**src/sv/rpm_pkg.sv**
```systemverilog
// ----------------------------------------------------------------------------
// rpm_pkg
// Shared widths, register indexes and controller/datapath signal groups of the
// recursive phasor I/Q mixer.
// ----------------------------------------------------------------------------
package rpm_pkg;

  localparam int SAMPLE_W   = 16;
  localparam int FRAC_BITS  = 30;
  localparam int COUNT_W    = 24;
  localparam int PHASE_W    = 32;

  localparam int SQRT_ITERS = PHASE_W;
  localparam int DIV_ITERS  = FRAC_BITS + 1;
  localparam int ITER_W     = $clog2((SQRT_ITERS > DIV_ITERS) ? SQRT_ITERS : DIV_ITERS);

  localparam int CFG_IDX_W  = 2;
  localparam int CFG_DATA_W = 32;

  typedef logic [CFG_IDX_W-1:0]       cfg_idx_t;
  typedef logic [CFG_DATA_W-1:0]      cfg_data_t;
  typedef logic signed [SAMPLE_W-1:0] sample_t;
  typedef logic signed [PHASE_W-1:0]  phase_t;

  localparam cfg_idx_t REG_ROTATE = cfg_idx_t'(0);
  localparam cfg_idx_t REG_COS    = cfg_idx_t'(1);
  localparam cfg_idx_t REG_SIN    = cfg_idx_t'(2);
  localparam cfg_idx_t REG_BLOCK  = cfg_idx_t'(3);

  typedef struct packed {
    logic capture;
    logic mul;
    logic sum;
    logic square;
    logic sq_add;
    logic sqrt_step;
    logic div_load;
    logic div_step;
    logic div_sin;
    logic sin_wb;
    logic unit;
  } cmd_t;

  typedef struct packed {
    logic renorm;
    logic mag_zero;
  } stat_t;

endpackage

```
**src/sv/rpm_ctrl.sv**
```systemverilog
// ----------------------------------------------------------------------------
// rpm_ctrl
// Sequencer of the mixer: item capture, multiply, round and output, then the
// optional renormalization (square, square root, two divisions or unit reset).
// ----------------------------------------------------------------------------
module rpm_ctrl (
  input  logic           clk,
  input  logic           rst_n,
  input  logic           in_valid,
  output logic           in_ready,
  output logic           out_valid,
  input  logic           out_ready,
  input  rpm_pkg::stat_t stat,
  output rpm_pkg::cmd_t  cmd
);
  import rpm_pkg::*;

  typedef enum logic [3:0] {
    S_IDLE, S_MUL, S_SUM, S_SQ, S_ADD, S_SQRT,
    S_DSET_C, S_DIV_C, S_DSET_S, S_DIV_S, S_WB_S
  } state_t;

  state_t            state_r, state_nxt;
  logic [ITER_W-1:0] cnt_r, cnt_nxt;
  logic              out_valid_r, out_valid_nxt;
  logic              out_free;

  assign out_free  = !out_valid_r || out_ready;
  assign in_ready  = (state_r == S_IDLE);
  assign out_valid = out_valid_r;

  always_comb begin
    cmd           = '0;
    state_nxt     = state_r;
    cnt_nxt       = cnt_r;
    out_valid_nxt = out_valid_r && !out_ready;
    case (state_r)
      S_IDLE: begin
        if (in_valid) begin
          cmd.capture = 1'b1;
          state_nxt   = S_MUL;
        end
      end
      S_MUL: begin
        cmd.mul   = 1'b1;
        state_nxt = S_SUM;
      end
      S_SUM: begin
        if (out_free) begin
          cmd.sum       = 1'b1;
          out_valid_nxt = 1'b1;
          state_nxt     = stat.renorm ? S_SQ : S_IDLE;
        end
      end
      S_SQ: begin
        cmd.square = 1'b1;
        state_nxt  = S_ADD;
      end
      S_ADD: begin
        cmd.sq_add = 1'b1;
        cnt_nxt    = ITER_W'(SQRT_ITERS - 1);
        state_nxt  = S_SQRT;
      end
      S_SQRT: begin
        cmd.sqrt_step = 1'b1;
        cnt_nxt       = cnt_r - 1'b1;
        if (cnt_r == '0) state_nxt = S_DSET_C;
      end
      S_DSET_C: begin
        if (stat.mag_zero) begin
          cmd.unit  = 1'b1;
          state_nxt = S_IDLE;
        end else begin
          cmd.div_load = 1'b1;
          cnt_nxt      = ITER_W'(DIV_ITERS - 1);
          state_nxt    = S_DIV_C;
        end
      end
      S_DIV_C: begin
        cmd.div_step = 1'b1;
        cnt_nxt      = cnt_r - 1'b1;
        if (cnt_r == '0) state_nxt = S_DSET_S;
      end
      S_DSET_S: begin
        cmd.div_load = 1'b1;
        cmd.div_sin  = 1'b1;
        cnt_nxt      = ITER_W'(DIV_ITERS - 1);
        state_nxt    = S_DIV_S;
      end
      S_DIV_S: begin
        cmd.div_step = 1'b1;
        cnt_nxt      = cnt_r - 1'b1;
        if (cnt_r == '0) state_nxt = S_WB_S;
      end
      S_WB_S: begin
        cmd.sin_wb = 1'b1;
        state_nxt  = S_IDLE;
      end
      default: begin
        state_nxt = S_IDLE;
      end
    endcase
  end

  always_ff @(posedge clk) begin
    if (!rst_n) begin
      state_r     <= S_IDLE;
      cnt_r       <= '0;
      out_valid_r <= 1'b0;
    end else begin
      state_r     <= state_nxt;
      cnt_r       <= cnt_nxt;
      out_valid_r <= out_valid_nxt;
    end
  end

`ifndef NO_ASSERTIONS
  a_no_accept_in_renorm: assert property (@(posedge clk) disable iff (!rst_n)
    in_ready |-> !(cmd.sqrt_step || cmd.div_step || cmd.div_load))
    else $error("item accepted during renormalization");

  a_result_from_sum: assert property (@(posedge clk) disable iff (!rst_n)
    (out_valid_r && !$past(out_valid_r)) |-> $past(state_r == S_SUM))
    else $error("result raised outside the round stage");

  a_renorm_follows: assert property (@(posedge clk) disable iff (!rst_n)
    (state_r == S_SUM && out_free && stat.renorm) |=> state_r == S_SQ)
    else $error("renormalization skipped");

  a_sqrt_len: assert property (@(posedge clk) disable iff (!rst_n)
    (state_r == S_SQRT && cnt_r == '0) |=> state_r == S_DSET_C)
    else $error("square root pass length wrong");
`endif

endmodule

```
**config.mk**
```make
export PLATFORM = sky130hd
export DESIGN_NAME = rpm_ctrl
export DESIGN_NICKNAME = d
export VERILOG_FILES = /design/src/sv/rpm_pkg.sv /design/src/sv/rpm_ctrl.sv
export SDC_FILE = /design/constraint.sdc
export NUM_CORES = 1
export LEC_CHECK = 0
export BUFFER_PORTS_ARGS = -buffer_cell sky130_fd_sc_hd__clkbuf_2
export CORE_MARGIN = 5
export CORE_UTILIZATION = 40
export DETAILED_ROUTE_END_ITERATION = 10
export PLACE_DENSITY = 0.65
export SLEW_MARGIN = 15
export SYNTH_ARGS = -nofsm -noshare
export SYNTH_HDL_FRONTEND = slang
export SYNTH_SLANG_ARGS = --single-unit
```
**constraint.sdc**
```tcl
create_clock -name clk -period 1.77 [get_ports clk]
set_input_delay 0.354 -clock clk [delete_from_list [all_inputs] [get_ports clk]]
set_output_delay 0.354 -clock clk [all_outputs]
set_load 0.005 [all_outputs]
```
* Word level (Yosys, flattened, before mapping)
Cells that the tools add are included.
W data, S select, Z words.
** Operators by class
- $add $sub $neg :: 1
- Equal/unequal tests :: 16
- Multiplexer cells :: 27
- Reduce and logical (&&, ||, !) cells :: 11
** Operators by type and width (count)
- $pmux W4 S10 :: 1
- $mux W4 :: 5
- $pmux W5 S4 :: 1
- $eq A4 B3 Y1 const B :: 4
- $mux W1 :: 16
- $eq A4 B4 Y1 const B :: 3
- $ne A2 B2 Y1 const B :: 6
- $eq A4 B2 Y1 const B :: 2
- $logic_not A5 Y1 :: 1
- $mux W5 :: 1
- $reduce_and A5 Y1 :: 1
- $sub A5 B1 Y5 const B :: 1
- $eq A4 B1 Y1 const B :: 1
- $logic_not A4 Y1 :: 1
- $reduce_bool A4 Y1 :: 1
- $mux W3 :: 1
- $reduce_or A3 Y1 :: 1
- $logic_not A1 Y1 :: 2
- $mux W2 :: 1
- $pmux W1 S2 :: 1
- $reduce_and A2 Y1 :: 1
- $reduce_or A2 Y1 :: 1
- $logic_and A1 B1 Y1 :: 1
- $logic_or A1 B1 Y1 :: 1
** Storage, ports and cells
- Register bits :: 10
- Output and inout port bits :: 13
- Logic and storage cells :: 58

* Depth between registers and ports, before layout
- Word-level depth :: 4
- Depth in mapped cells :: 6
- Depth with buffers taken out :: 6

* Least setup slack after synthesis
No wires, ideal clock.
- Kind :: register -> register
- Start point :: reg cnt_r[0]
- End point :: reg state_r[3]
- Arrival :: 1.720 ns
- Data required time :: 1.698 ns
- Slack :: -0.022 ns
- Stages on the path, launching flop included :: 7
- Period minus slack after synthesis :: 1.792 ns
- Path through :: dfxtp_1 > inv_1 > ha_1 > or4b_4 > o211a_1 > or4_1 > a21oi_1
** On the way
- Longest elaborated chain between the ends :: 3
** RTL lines
- from (decl) :: line rpm_ctrl.sv:24 : logic [ITER_W-1:0] cnt_r, cnt_nxt;
- from (signal assigned) :: line rpm_ctrl.sv:112 : cnt_r <= cnt_nxt;
- $logic_not A5 Y1 * :: line rpm_ctrl.sv:67, rpm_ctrl.sv:82, rpm_ctrl.sv:93
- $ne A2 B2 Y1 (no line)
- $reduce_and A5 Y1 (no line) *
- to (signal assigned) :: line rpm_ctrl.sv:111 : state_r <= state_nxt;
- to (decl) :: line rpm_ctrl.sv:23 : state_t state_r, state_nxt;
Mark *: on every way between the ends. The rest lies on a longest branch, timed or not.
A chain may end at the register's enable or synchronous reset.

==> out/qor.txt <==
GPL Wtd Cong - 0.797
Worst-path maximum fanout - 7
Syn Nets - 108
Worst clock skew - 0.00251 ns
Max-Cap Viols - 0
Horiz. Die Dim - 54.0 um
Mapped Area - 773 um2
Max-slew headroom - 77.5%
Crit path kind - reg -> out
Worst slack at placement - -0.0431 ns
Pwr Density - 1100 nW/um2
Syn Area/Cell - 7.73 um2
Number of flops mapped to enable cells by yosys - 0
Post-Route WL - 2.10 mm
DRC Markers - 0
I/O pin cnt - 19
Share of cells above drive strength 1 - 47.4%
Worst Hold Class - in -> reg
Fin crit period - 1.81 ns
Worst-Margin Slew - 0.337 ns
Hold Path Cell Cnt - 3
DRT iter0 DRCs - 20
Nets@finish - 142
Remaining global-route overflow - 0
Reg2reg setup slack - -0.02 ns
Largest net degree at the start of global routing - 15
Period utilisation layout - 102%
GRT Util Overall - 17.1%
Fmax - 0.553 GHz
Final Hold Viols - 0
Crit. Startpoint - state_r[3]
Synth Register Bits - 10
Failing checks - setup timing
Final setup viols - 2
Worst Path Required - 1.42 ns
Drt pass-1 iters - 4
Seq. cell area - 211 um2
Post-synthesis async set-or-reset flop share - 0%
Post-route ant nets - 0
CP arrival - 1.46 ns
Filler cells - 191
DR WL/cell - 13.1 um
Yosys Warn Count - 0
Clock Tree Root - clkbuf_4
Via density - 5.58
Critical register-to-register path startpoint - cnt_r[0]
Synthesized instance count - 100
Clock latency on the worst-skew pair - 0.26 ns
Initial antenna violation count - 0
Port bufs - 18
Worst reg2reg path endpoint - state_r[3]
Post-route setup slack - -0.0392 ns
Main synth FF type - dfxtp_1
Multi-input logic area - 583 um2
Die span in y - 54.0 um
First-pass GRT wire length - 3.63 mm
Total CTS buffers - 3
Sequential area share after synthesis - 25.9%
Slew Viols, Final - 0
Area grow syn2layout - 45.1%
Leak Pwr - 0.498 nW
Post-DP HPWL - 1.44 mm
RSZ-0062 raised after global routing - yes
CORE AREA - 1900 um2
Outcome - complete, but fails checks
Register clock-pin slew on the reported worst setup and hold paths - 0.07 ns
Critical Path End - cmd[10]
Row cnt - 16
CTS tree - built
Design Power - 1.24 mW
Antenna diode count - 0
Netlist cell types - 38
Num Clock Sinks - 10
DIE AREA - 2910 um2
VDD IR max - 0.000629 V
Critical path startpoint category - flop
Hold-fix buffers at CTS - 0
DR vias - 892
H-tree levels - 1
Reg2reg path depth - 6
Vias in the first global route - 825
Max Root-Sink Buffers - 2
Worst setup EP type - output port
Initial Util - 40.7%
-- cell families (layout without fill, tap and decap cells) --
group / after synthesis / in the layout / share of synthesized area (%)
AO/OA/AOI/OAI: 34 / 34 / 28.8
adder cells (fa/ha/maj): 2 / 2 / 3.24
buffers and inverters: 13 / 46 / 6.31
flip-flops: 10 / 10 / 25.9
AND/OR/NAND/NOR: 41 / 41 / 35.8
-- cells in the mapped netlist (all sizes together), types with 3 or more instances --
cell | number | area share [%]
nor4b | 4 | 4.5
nand2b | 4 | 3.2
clkbuf | 7 | 3.4
nand2 | 3 | 1.5
nor2b | 5 | 4.0
nor3 | 5 | 3.2
inv | 4 | 1.9
a21oi | 14 | 9.1
a311oi | 3 | 3.4
dfxtp | 10 | 26
nor2 | 4 | 1.9
o21ai | 5 | 3.7
-- where the power goes --
part / internal (mW) / switching, mW
Clock: 0.125 / 0.0800
Combinational: 0.376 / 0.323
Sequential: 0.274 / 0.0603
-- layout by cell type, fill, tap and decap left out, types with 4 or more instances in the layout --
cell,Yosys,routed
nand2b_1,4,4
a21oi_1,14,13
nor2_1,4,4
buf_4,0,19
o21ai_0,4,4
dfxtp_1,10,5
nor2b_1,5,4
nor3_1,5,4
clkbuf_2,0,17
-- critical path, cell delays in order (launching register included) --
cell     delay, ns
dfxtp_4       0.37
or4_4         0.54
inv_2         0.07
and2_4        0.13
buf_6         0.08
-- area by class of cell --
cell class / count / share of cell area [%]
clock buffers: 4 / 3.23
repair buffers: 37 / 21.3
inverters: 5 / 1.67
multi-input cells: 77 / 52.0
well taps: 27 / 3.01
flip-flops and latches: 10 / 18.8
-- state kept, by name (all words and copies together) (netlist names) --
signal     flops
cnt_r          5
state_r        4
out_valid      1
-- per-stage QoR --
step	setup TNS [ns]	instances	instance area (um2)	util [%]	hold slack, ns
after global placement	0	148	951	50.0	0.521
after floorplan	0	100	774	-	0.485
after detailed placement	-0.0431	148	951	50.0	0.528
final	-0.0578	160	1120	59.0	0.326
after global routing	-0.321	160	1120	59.0	0.321
after CTS	-0.0494	157	1050	55.4	0.313
-- metal layers --
layer / vias to the layer above / GRT usage [%] / share of wire, %
met5: - / 0 / 0
met4: 0 / 4.68 / 1.3
met3: 4 / 4.99 / 4.2
met2: 22 / 28.2 / 49
met1: 413 / 21.4 / 45
li1: 453 / - / -
-- timing repair --
item	CTS	global route
setup buffers	5	3
resized for setup	12	11
endpoints found under the setup margin	10	12
gates cloned	0	0
pin swaps	3	1
-- how the worst min path moves through the flow --
stage,startpoint,end,slack [ns]
after floorplan,rst_n,cnt_r[0],0.48
after CTS,rst_n,cnt_r[0],0.31
final,rst_n,cnt_r[0],0.33
after global routing,rst_n,cnt_r[0],0.32
after global placement,cnt_r[4],cnt_r[4],0.52
after detailed placement,cnt_r[4],cnt_r[4],0.53
No activity file was read; power rests on OpenSTA's default activity.
